--- src/sv/rcm_pkg.sv ---
package rcm_pkg;

  localparam int GRID_DIM   = 64;
  localparam int MAX_LAYERS = 4;

  localparam int GRID_W  = $clog2(GRID_DIM);
  localparam int LAYER_W = (MAX_LAYERS > 1) ? $clog2(MAX_LAYERS) : 1;
  localparam int ADDR_W  = LAYER_W + 2 * GRID_W;
  localparam int DEPTH   = 1 << ADDR_W;
  localparam int CNT_W   = ADDR_W + 1;
  localparam int EL_W    = $clog2(MAX_LAYERS + 1);

  localparam int COORD_W = 16;
  localparam int UTIL_W  = 32;
  // snapped box side in coordinate units, and the weighted numerator
  localparam int SIDE_W  = GRID_W + 1 + COORD_W;
  localparam int NP_W    = COORD_W + SIDE_W + 1;
  localparam int NUM_W   = NP_W + 8;
  localparam int SUM_W   = UTIL_W + ADDR_W;
  localparam int DW      = (NUM_W > SUM_W) ? NUM_W : SUM_W;
  localparam int DCNT_W  = $clog2(DW + 1);

  localparam logic [1:0] OP_CLEAR  = 2'd0;
  localparam logic [1:0] OP_ADD    = 2'd1;
  localparam logic [1:0] OP_REPORT = 2'd2;
  localparam logic [1:0] OP_UNUSED = 2'd3;

  localparam logic [1:0] REG_BIN_W  = 2'd0;
  localparam logic [1:0] REG_BIN_H  = 2'd1;
  localparam logic [1:0] REG_LAYERS = 2'd2;

  typedef enum logic [2:0] {
    JOB_LLX,
    JOB_URX,
    JOB_LLY,
    JOB_URY,
    JOB_INC,
    JOB_AVG
  } job_t;

  typedef struct packed {
    logic load;
    logic scan_rst;
    logic clr_wr;
    logic div_start;
    logic div_take;
    job_t job;
    logic box;
    logic mul1;
    logic mul2;
    logic walk_rd;
    logic walk_wr;
    logic scan_rd;
    logic cost;
    logic fire;
  } cmd_t;

  typedef struct packed {
    logic [1:0] opcode;
    logic       layer_ok;
    logic       div_done;
    logic       clr_last;
    logic       walk_last;
    logic       scan_last;
  } sts_t;

  typedef struct packed {
    logic [GRID_W-1:0] lo;
    logic [GRID_W:0]   hi;
  } span_t;

  // outward snap of one axis, upper index exclusive, never empty
  function automatic span_t snap(input logic [COORD_W-1:0] ql,
                                 input logic [COORD_W-1:0] qu);
    logic [COORD_W:0] u;
    logic [COORD_W:0] l;
    span_t s;
    u = {1'b0, qu} + 1'b1;
    if (int'(u) > GRID_DIM) u = (COORD_W + 1)'(GRID_DIM);
    l = {1'b0, ql};
    if (int'(l) > GRID_DIM - 1) l = (COORD_W + 1)'(GRID_DIM - 1);
    if (l >= u) l = u - 1'b1;
    s.lo = l[GRID_W-1:0];
    s.hi = u[GRID_W:0];
    return s;
  endfunction

endpackage

--- src/sv/rcm_ctrl.sv ---
module rcm_ctrl (
  input  logic            clk,
  input  logic            rst,
  input  logic            start,
  input  rcm_pkg::sts_t   sts,
  output rcm_pkg::cmd_t   cmd,
  output logic            busy
);

  typedef enum logic [12:0] {
    S_IDLE  = 13'b0000000000001,
    S_CLR   = 13'b0000000000010,
    S_DIV   = 13'b0000000000100,
    S_DIVW  = 13'b0000000001000,
    S_BOX   = 13'b0000000010000,
    S_MUL1  = 13'b0000000100000,
    S_MUL2  = 13'b0000001000000,
    S_WRD   = 13'b0000010000000,
    S_WWR   = 13'b0000100000000,
    S_SCAN  = 13'b0001000000000,
    S_DRAIN = 13'b0010000000000,
    S_COST  = 13'b0100000000000,
    S_OUT   = 13'b1000000000000
  } state_t;

  state_t        state, state_next;
  rcm_pkg::job_t job, job_next;

  assign busy = state != S_IDLE;

  always_ff @(posedge clk) begin
    if (rst) begin
      state <= S_CLR;
      job   <= rcm_pkg::JOB_LLX;
    end else begin
      state <= state_next;
      job   <= job_next;
    end
  end

  always_comb begin
    state_next = state;
    job_next   = job;
    cmd        = '0;
    cmd.job    = job;
    unique case (state)
      S_IDLE: begin
        if (start) begin
          cmd.load     = 1'b1;
          cmd.scan_rst = 1'b1;
          unique case (sts.opcode)
            rcm_pkg::OP_CLEAR:  state_next = S_CLR;
            rcm_pkg::OP_ADD: begin
              if (sts.layer_ok) begin
                state_next = S_DIV;
                job_next   = rcm_pkg::JOB_LLX;
              end
            end
            rcm_pkg::OP_REPORT: state_next = S_SCAN;
            default:            state_next = S_IDLE;
          endcase
        end
      end
      S_CLR: begin
        cmd.clr_wr = 1'b1;
        if (sts.clr_last) state_next = S_IDLE;
      end
      S_DIV: begin
        cmd.div_start = 1'b1;
        state_next    = S_DIVW;
      end
      S_DIVW: begin
        if (sts.div_done) begin
          cmd.div_take = 1'b1;
          unique case (job)
            rcm_pkg::JOB_LLX: begin job_next = rcm_pkg::JOB_URX; state_next = S_DIV; end
            rcm_pkg::JOB_URX: begin job_next = rcm_pkg::JOB_LLY; state_next = S_DIV; end
            rcm_pkg::JOB_LLY: begin job_next = rcm_pkg::JOB_URY; state_next = S_DIV; end
            rcm_pkg::JOB_URY: state_next = S_BOX;
            rcm_pkg::JOB_INC: state_next = S_WRD;
            rcm_pkg::JOB_AVG: state_next = S_COST;
            default:          state_next = S_IDLE;
          endcase
        end
      end
      S_BOX: begin
        cmd.box    = 1'b1;
        state_next = S_MUL1;
      end
      S_MUL1: begin
        cmd.mul1   = 1'b1;
        state_next = S_MUL2;
      end
      S_MUL2: begin
        cmd.mul2   = 1'b1;
        job_next   = rcm_pkg::JOB_INC;
        state_next = S_DIV;
      end
      S_WRD: begin
        cmd.walk_rd = 1'b1;
        state_next  = S_WWR;
      end
      S_WWR: begin
        cmd.walk_wr = 1'b1;
        state_next  = sts.walk_last ? S_IDLE : S_WRD;
      end
      S_SCAN: begin
        cmd.scan_rd = 1'b1;
        if (sts.scan_last) state_next = S_DRAIN;
      end
      S_DRAIN: begin
        job_next   = rcm_pkg::JOB_AVG;
        state_next = S_DIV;
      end
      S_COST: begin
        cmd.cost   = 1'b1;
        state_next = S_OUT;
      end
      S_OUT: begin
        cmd.fire   = 1'b1;
        state_next = S_IDLE;
      end
      default: state_next = S_IDLE;
    endcase
  end

endmodule

--- config.mk ---
export PLATFORM = sky130hd
export DESIGN_NAME = rcm_ctrl
export DESIGN_NICKNAME = d
export VERILOG_FILES = /design/src/sv/rcm_pkg.sv /design/src/sv/rcm_ctrl.sv
export SDC_FILE = /design/constraint.sdc
export NUM_CORES = 1
export LEC_CHECK = 0
export ABC_CLOCK_PERIOD_IN_PS = 2500
export BUFFER_PORTS_ARGS = -buffer_cell sky130_fd_sc_hd__clkbuf_2
export CAP_MARGIN = 30
export CORE_UTILIZATION = 53
export DETAILED_ROUTE_END_ITERATION = 10
export PLACE_DENSITY = 0.87
export SETUP_SLACK_MARGIN = 0.2
export SLEW_MARGIN = 20
export SYNTH_ARGS = -nofsm -noshare
export SYNTH_HDL_FRONTEND = slang
export SYNTH_SLANG_ARGS = --single-unit
--- constraint.sdc ---
create_clock -name clk -period 2.5 [get_ports clk]
set_input_delay 0.375 -clock clk [delete_from_list [all_inputs] [get_ports clk]]
set_output_delay 0.375 -clock clk [all_outputs]
set_load 0.02 [all_outputs]
Word-level counts from Yosys, hierarchy flattened

Index checks and enable logic that the tools add are counted.

Flip-flop bits (word level): 16
Bits in latches: 0
Memory bits (writable): 0
Bits in read-only memories: 0
Input bits: 10
Output and inout bits: 17
Logic and storage cells: 67
Memories: 0

Add/sub/neg operators: 0
$mul: 0
Div/mod/pow operators: 0
Magnitude comparators: 0
Eq/ne operators: 29
Shift operators: 0
Multiplexer cells: 29
Bitwise logic cells: 0
Reduce and logical (&&, ||, !) cells: 7

Operators with widths:

| cell                                                                    | number |
|---|---|
| 13-bit one-hot mux with 11 select lines                                 | 1 |
| 13-bit two-way mux                                                      | 5 |
| 12-bit one-hot mux with 4 select lines                                  | 1 |
| 13-bit one-hot mux with 3 select lines                                  | 1 |
| 13-bit by 1-bit equality test with 1-bit output, second input constant  | 1 |
| 13-bit by 10-bit equality test with 1-bit output, second input constant | 1 |
| 13-bit by 11-bit equality test with 1-bit output, second input constant | 1 |
| 13-bit by 12-bit equality test with 1-bit output, second input constant | 1 |
| 13-bit equality test, second input constant                             | 1 |
| 13-bit by 2-bit equality test with 1-bit output, second input constant  | 1 |
| 13-bit by 3-bit equality test with 1-bit output, second input constant  | 1 |
| 13-bit by 4-bit equality test with 1-bit output, second input constant  | 1 |
| 13-bit by 5-bit equality test with 1-bit output, second input constant  | 1 |
| 13-bit by 6-bit equality test with 1-bit output, second input constant  | 1 |
| 13-bit by 7-bit equality test with 1-bit output, second input constant  | 1 |
| 13-bit by 8-bit equality test with 1-bit output, second input constant  | 1 |
| 13-bit by 9-bit equality test with 1-bit output, second input constant  | 1 |
| 13-bit by 1-bit != test with 1-bit output, second input constant        | 1 |
| 1-bit two-way mux                                                       | 12 |
| 3-bit two-way mux                                                       | 4 |
| 3-bit one-hot mux with 4 select lines                                   | 1 |
| 2-bit != test, second input constant                                    | 5 |
| 3-bit one-hot mux with 3 select lines                                   | 1 |
| 8-bit two-way mux                                                       | 1 |
| 16 further kinds                                                        | 19 |

Logic depth before layout (Yosys ltp)

Gate-level depths: netlist (run 1).

Depth after elaboration: 5
Depth in mapped cells: 7

Worst setup path before layout (run 1)

OpenSTA, ideal clock, no wires.

Path kind: flip-flop to output port
From: reg state[7]
To: out cmd[15] (netlist name)
Arrival time: 2.135 ns
Data required time: 2.125 ns
Slack: -0.010 ns
Stages on the path, launching flop included: 8
Path buffers: 3
Cells stage by stage: dfxtp_1 > buf_6 > or4_4 > or4_4 > buf_6 > nor2_1 > and2_1 > buf_4

RTL lines:

| element                | RTL line       | RTL |
|---|---|---|
| from (decl)            | rcm_ctrl.sv:26 | `state_t state, state_next;` |
| from (signal assigned) | rcm_ctrl.sv:36 | `state <= state_next;` |
| to (decl)              | rcm_ctrl.sv:6  | `output rcm_pkg::cmd_t cmd,` |

==> flow_summary.toml, run 1 <==
[final_layout]
num_antenna_cells = 0
drive_above_1_share = 0.471
finalInstanceArea_um2 = 1700
fin_nets = 202
syn_to_final_growth_pct = 40.7

[clock_tree]
cts_buffer_depth = 2
cts.sinks = 16
clkLatencyLatePin_ps = 320
clk_pin_slew_ps = 100
cts_buffers = 3
h-tree-depth = 1
cts_hold_buf = 0
clockRootBuffer = "clkbuf_4"
cts_tree = "done"

[timing]
min_period_over_period = 0.982
final.setup.worst_slack_ps = 44.6
rsz0062_at_grt = "yes"
setup_tns_ps = 0
whs_ps = 331
finalSetupViolations = 0
fmax_mhz = 407
drv_slew = 0
worst_pin_slew_ps = 608
skew_ps = 9.13
fin_crit_ps = 2460
finalHoldViolCount = 0
slew_headroom = 0.594

[placement]
io_buffer_count = 26
gp_congestion = 0.973
place_area_um2 = 1370
place_ws_ps = 216
dp_hpwl_mm = 2.65

[detailed_routing]
first_iter_violations = 141
vias_per_cell = 7.02
via_count = 1530
drt_pre_antenna_iters = 5
ant_nets = 0
routedWlPerCell_um = 20.8
finalWirelength_mm = 4.54
drc_errors = 0

[critical_path]
startpoint = "state[7]"
critical_path_arrival_ps = 2080
worstPathMaxFanout = 4
cp_slowest_stage_delay_ps = 540
crit_top_cell = "or4_4"
crit_buf_inv = 1
required_ps = 2120
setup.worst_path.end_class = "output pin"
cp_cell_sequence = "or4_4 > or4_4 > nor2_4 > and2_4 > buf_8"
r2r-start = "state[7]"
start_kind = "register"
worst_path_max_delay_cell = "or4_4"
critPathTopFamily = "simple AND/OR/NAND/NOR gates"
worst-setup-path-type = "reg -> out"

[logic_synthesis]
synthMuxAreaShare = 0
synthDistinctLibCells = 49
synth_top_family_by_area = "simple AND/OR/NAND/NOR gates"
synth_fp_nets = 166
synth_fa_ha_area_frac = 0
synth-compound-area-share = 0.194
yosysWarnings = 0
synthFlopType = "dfxtp_1"
synth_cells = 156
synth-seq-cells = 16
async_flop_share = 0
netlist_area_um2 = 1210
synth_edf_count = 0
ys_seq_area_frac = 0.265
synthSimpleGateAreaFrac = 0.447
synthXorXnorAreaFrac = 0.0217
avgSynthCellArea_um2 = 7.76

[power_and_ir_drop]
seq_power_share = 0.420
p_comb_frac = 0.290
internal_power_uw = 431
peakVddDrop_v = 0.000335
clock_power_share = 0.290
p_sw_uw = 213
sw_frac_of_total = 0.331
p_per_area_nw_per_um2 = 378
total_power_uw = 644
p_leak_uw = 0.000724

[flow_run]
maxCapViolCount = 0

[grt]
overflow = 0
busiest_layer = "met2"
grtUsageMet1 = 0.446
grt_pass1_wl_mm = 6.70
use_met3 = 0.105
track_usage = 0.361
grt_util_met2 = 0.547
grt_start_max_net_pins = 12
grt_pass1_vias = 1374
antenna_found_initial = 0

[worst_hold_path]
min-delay-start = "rst"
holdCritPathClass = "in -> reg"

[floorplan]
initial_utilization = 0.587
die_area_um2 = 2480
row_count = 16
die_w_um = 49.8
ioPinCount = 27
die_h_um = 49.8
core_um2 = 2060

[run_status]
outcome = "finished, final reports clean"
[cell usage in the layout, fill, tap and decap left out, types with 5 or more instances in the layout]
master and count:
clkbuf_2 19, buf_4 18, dfxtp_1 10, nor3_1 8
nor2_1 7, nand2b_1 6, nand2_1 6, a21oi_1 6
and3_1 5, nor4_1 5
[power groups by stage]
stage               clock network (uW)  logic, uW  registers (uW)
floorplan                            0        103             274
global placement                     0        125             279
detailed placement                   0        128             280
CTS                                186        160             269
global route                       200        198             271
finish                             187        187             270
[worst register-to-register path: cells and delay by family (launching register included)]
kind                   cells  cell delay (ps)
DFF                        1              360
buffers and inverters      2              310
and+or+nand+nor            3             1270
AOI/OAI and AO/OA          1              260
[path summary, 6_finish.rpt]
check / endpoint / slack (ps) / cells after the start
hold / removal: state[3] / 330 / 2
setup / recovery: cmd[14] / 40 / 5
setup reg to reg: state[8] / 210 / 6
hold reg to reg: state[3] / 570 / 2
[synthesized netlist by cell type, drive strengths merged, types with 5 or more instances]
| master | instances | area share |
|---|---|---|
| nand2 | 7 | 0.022 |
| or4 | 6 | 0.043 |
| nand3 | 5 | 0.021 |
| nor2 | 10 | 0.031 |
| nand2b | 6 | 0.031 |
| nor4 | 7 | 0.036 |
| and2 | 5 | 0.026 |
| and3 | 10 | 0.053 |
| a21oi | 6 | 0.025 |
| buf | 5 | 0.035 |
| nor3 | 15 | 0.062 |
| clkbuf | 8 | 0.025 |
| dfxtp | 16 | 0.26 |
[kinds of logic (layout without fill, tap and decap cells)]
logic type,Yosys count,in the layout
buf+inv,17,52
compound gates,30,30
flops,16,16
simple gates,90,90
xor+xnor,3,3
[sequential cells by signal, indices dropped and copies added, names as in the netlist]
register  flops
job           3
state        13
[layer usage]
| layer | part of all wire | vias up |
|---|---|---|
| met5 | 0 | - |
| met4 | 0.039 | 0 |
| met3 | 0.12 | 20 |
| met2 | 0.46 | 131 |
| met1 | 0.38 | 715 |
| li1 | - | 664 |
[through the flow]
stage / util / cells
finish: 0.826 / 218
global route: 0.826 / 218
CTS: 0.778 / 218
detailed placement: 0.665 / 204
global placement: 0.665 / 204
floorplan: - / 156
[cell type report]
class	count	area, um^2
multi-input combinational	123	956
fill	123	359
sequential	16	338
timing repair buffer	44	324
clock buffer	4	36.3
tap	27	33.8
inverter	4	15.0
[what timing repair did]
item	CTS	global route
buffers inserted	10	0
pin swaps	9	10
gates resized for setup	31	28
endpoints found under the setup margin	10	27
gates cloned	0	0
Note: power is estimated with default switching activity, not from simulation.
==> run 2: changes to the inputs <==
Settings changed: ABC_CLOCK_PERIOD_IN_PS 2500 to default.
Clock period 2.5 ns to 2.75 ns, I/O delays scaled along.
==> flow_summary.toml, run 2 (synthesis results as in run 1) <==
[floorplan]
row_count = 16
die_h_um = 49.8
die_w_um = 49.8
ioPinCount = 27
die_area_um2 = 2480
core_um2 = 2060
initial_utilization = 0.587

[placement]
io_buffer_count = 26
gp_congestion = 0.958
dp_hpwl_mm = 2.72

[grt]
grt_pass1_wl_mm = 5.73
track_usage = 0.309
overflow = 0
antenna_found_initial = 0
grt_start_max_net_pins = 12
grt_pass1_vias = 1272

[clock_tree]
clkLatencyLatePin_ps = 310
cts.sinks = 16
cts_buffer_depth = 2
cts_buffers = 3
clockRootBuffer = "clkbuf_4"
clk_pin_slew_ps = 100
h-tree-depth = 1
cts_tree = "done"

[final_layout]
fin_nets = 190
mostFrequentLayoutCells = "clkbuf_2 (23), nor3_1 (11), nor2_1 (9), and3_1 (9)"
syn_to_final_growth_pct = 21.9
drive_above_1_share = 0.369
largest_registers = "state: 13 flops, job: 3 flops"
largest_reg_flops = 13
num_antenna_cells = 0
top_register = "state"
final_common_cell = "clkbuf_2"
final_util = 0.715

[power_and_ir_drop]
p_sw_uw = 174
peakVddDrop_v = 0.000236
clock_power_share = 0.310
seq_power_share = 0.452
sw_frac_of_total = 0.321
p_per_area_nw_per_um2 = 369
internal_power_uw = 370
p_comb_frac = 0.239
p_leak_uw = 0.000655

[timing]
min_period_over_period = 0.918
worst_pin_slew_ps = 787
skew_ps = 5.62
slew_headroom = 0.470
fin_crit_ps = 2520
finalSetupViolations = 0
fmax_mhz = 396
finalHoldViolCount = 0
rsz0062_at_grt = "yes"
drv_slew = 0
setup_tns_ps = 0

[detailed_routing]
drt_pre_antenna_iters = 5
vias_per_cell = 6.75
first_iter_violations = 88
routedWlPerCell_um = 18.2
via_count = 1390
finalWirelength_mm = 3.74
drc_errors = 0
ant_nets = 0

[critical_path]
worst-setup-path-type = "reg -> out"
setup.worst_path.end_class = "output pin"
start_kind = "register"
critical_path_arrival_ps = 2110
worstPathMaxFanout = 10
required_ps = 2340

[flow_run]
maxCapViolCount = 0

[worst_hold_path]
holdCritPathClass = "in -> reg"

[run_status]
outcome = "finished, final reports clean"
## run 2: cell count changes in the layout (fill, tap and decap cells not counted), sizes merged
cell / before / now
clkbuf: 26 / 29
buf: 22 / 7
## run 2: layer usage
metal  routed length, um  part of all wire  vias up  track usage
met5                   0                 0        -            0
met4                 126             0.034        0        0.157
met3                 339             0.091       15       0.0679
met2                1790              0.48       95        0.529
met1                1490              0.40      643        0.357
li1                    -                 -      637            -
## run 2: per-stage QoR
step | instance area (um^2) | setup WS [ps] | total power (uW) | instances | hold WS (ps)
2_1_floorplan | 1210 | 203 | 338 | 156 | 482
3_3_place_gp | 1320 | 382 | 363 | 198 | 557
3_5_place_dp | 1320 | 345 | 368 | 198 | 574
4_1_cts | 1430 | 165 | 539 | 206 | 360
5_1_grt | 1480 | 145 | 566 | 206 | 376
6_report | 1480 | 225 | 544 | 206 | 373
## run 2: critical path: stages, from the launching register on
cell and delay, ps:
dfxtp_4 390, or4_4 500, or4_4 460, nor2_4 140, and2_4 160, clkbuf_4 160
## run 2: final timing paths
kind / cells past startpoint / endpoint / start / slack [ps]
max: 5 / cmd[14] / state[5] / 230
min: 2 / state[1] / sts[6] / 370
max reg2reg: 6 / state[7] / state[4] / 470
min reg2reg: 2 / state[3] / state[3] / 580
## run 2: timing repair
item	CTS	global route
hold endpoints to repair	0	0
setup endpoints to repair	6	10
setup buffers	4	0
hold buffers	0	0
gates resized for setup	14	15
pin swaps	4	1
## run 2: cell type report
| cell class | count | area [um^2] |
|---|---|---|
| multi-input combinational | 123 | 862 |
| inverter | 4 | 15.0 |
| fill | 155 | 587 |
| sequential | 16 | 342 |
| timing repair buffer | 32 | 186 |
| clock buffer | 4 | 36.3 |
| tap | 27 | 33.8 |
## run 2: power groups by stage
| stage | combinational (uW) | clock (uW) | sequential, uW |
|---|---|---|---|
| after floorplan | 89.2 | 0 | 249 |
| after global placement | 110 | 0 | 253 |
| after detailed placement | 114 | 0 | 254 |
| after CTS | 124 | 168 | 247 |
| after global routing | 141 | 179 | 246 |
| final | 130 | 169 | 246 |
==> run 3: changes to the inputs <==
Settings changed: GPL_TIMING_DRIVEN from default to 0, TNS_END_PERCENT from default to 1.
==> flow_summary.toml, run 3 (synthesis results as in run 1) <==
[floorplan]
row_count = 16
ioPinCount = 27
die_area_um2 = 2480
die_w_um = 49.8
die_h_um = 49.8
core_um2 = 2060
initial_utilization = 0.587

[timing]
fmax_mhz = 363
worst_pin_slew_ps = 840
min_period_over_period = 1.00
skew_ps = 2.93
finalHoldViolCount = 0
slew_headroom = 0.435
rsz0062_at_grt = "yes"
finalSetupViolations = 1
drv_slew = 0
final.setup.worst_slack_ps = -2.28
fin_crit_ps = 2750

[final_layout]
largest_registers = "state: 13 flops, job: 3 flops"
finalInstanceArea_um2 = 1510
final_util = 0.732
drive_above_1_share = 0.333
syn_to_final_growth_pct = 24.7
top_register = "state"
final_common_cell = "clkbuf_2"
largest_reg_flops = 13
num_antenna_cells = 0
fin_nets = 201
post_layout_nonfiller_instances = 216
mostFrequentLayoutCells = "clkbuf_2 (27), dfxtp_1 (15), nor3_1 (12)"

[detailed_routing]
routedWlPerCell_um = 18.4
first_iter_violations = 114
via_count = 1466
drc_errors = 0
drt_pre_antenna_iters = 4
finalWirelength_mm = 3.98
ant_nets = 0
vias_per_cell = 6.79

[critical_path]
required_ps = 2340
setup.worst_path.end_class = "output pin"
rr_endpoint = "job[2]"
worst-setup-path-type = "reg -> out"
r2r_slack_ps = 230
critical_path_arrival_ps = 2340
r2r-start = "state[7]"
worstPathMaxFanout = 5
ff2ff_path_depth = 7
start_kind = "register"

[clock_tree]
cts_tree = "done"
cts_hold_buf = 0
clk_pin_slew_ps = 100
cts.sinks = 16
clkLatencyLatePin_ps = 300
clockRootBuffer = "clkbuf_4"
cts_buffer_depth = 2
cts_buffers = 3
h-tree-depth = 1

[placement]
place_area_um2 = 1370
place_ws_ps = 104
io_buffer_count = 26
dp_hpwl_mm = 2.64
gp_congestion = 0.877
place_inst = 209

[power_and_ir_drop]
peakVddDrop_v = 0.000261
total_power_uw = 524
p_per_area_nw_per_um2 = 347
p_leak_uw = 0.000687

[grt]
grt_pass1_vias = 1344
grt_start_max_net_pins = 11
grt_pass1_wl_mm = 6.16
overflow = 0
antenna_found_initial = 0
track_usage = 0.325

[run_status]
outcome = "complete, but fails checks"
violations = "negative setup slack"

[worst_hold_path]
whs_path_depth = 2
min-delay-start = "sts[6]"
holdCritPathClass = "in -> reg"
whs_endpoint = "state[1]"

[flow_run]
maxCapViolCount = 0
## run 3: cell count changes in the layout (fill, tap and decap cells not counted), sizes merged
cell	change
buf	+6
clkbuf	+4
## run 3: worst max path at each step
stage,start,end,cells past startpoint
2_1_floorplan,state[7],cmd[15],7
3_3_place_gp,state[10],cmd[15],8
3_5_place_dp,state[10],cmd[15],8
4_1_cts,state[4],cmd[15],8
5_1_grt,state[7],cmd[15],8
6_report,state[7],cmd[15],8
## run 3: final cells by class
type	count	area (um^2)
Inverter	4	15.0
Timing Repair Buffer	30	170
Fill cell	162	553
Tap cell	27	33.8
Clock buffer	3	22.5
Multi-Input combinational cell	123	853
Sequential cell	16	322
Buffer	13	92.6
## run 3: per-stage QoR
stage	hold slack (ps)	setup TNS, ps
finish	361	-2.28
global route	405	-12.0
CTS	368	0
detailed placement	559	0
global placement	551	0
floorplan	482	0
## run 3: timing repair
action,CTS,global route
pin swaps,2,4
resized for setup,9,22
endpoints found under the setup margin,9,11
buffers inserted,3,1
## run 3: critical path: stages (launching register included)
cell	delay, ps
dfxtp_2	330
buf_6	110
or4_4	530
or4_4	510
buf_8	140
nor2_4	70
and2_4	150
buf_6	100
buf_8	100
## run 3: power breakdown
part / leakage [uW] / internal [uW] / switching (uW)
sequential: 0.000130 / 237 / 6.17
clock: 0.0000138 / 51.2 / 83.2
combinational: 0.000543 / 62.3 / 84.0
total: 0.000687 / 351 / 173
## run 3: per-layer routing
metal / share of wire / vias to the layer above / global-route usage
li1: - / 665 / -
met1: 0.38 / 670 / 0.410
met2: 0.47 / 111 / 0.563
met3: 0.11 / 20 / 0.0370
met4: 0.039 / 0 / 0.114
met5: 0 / - / 0
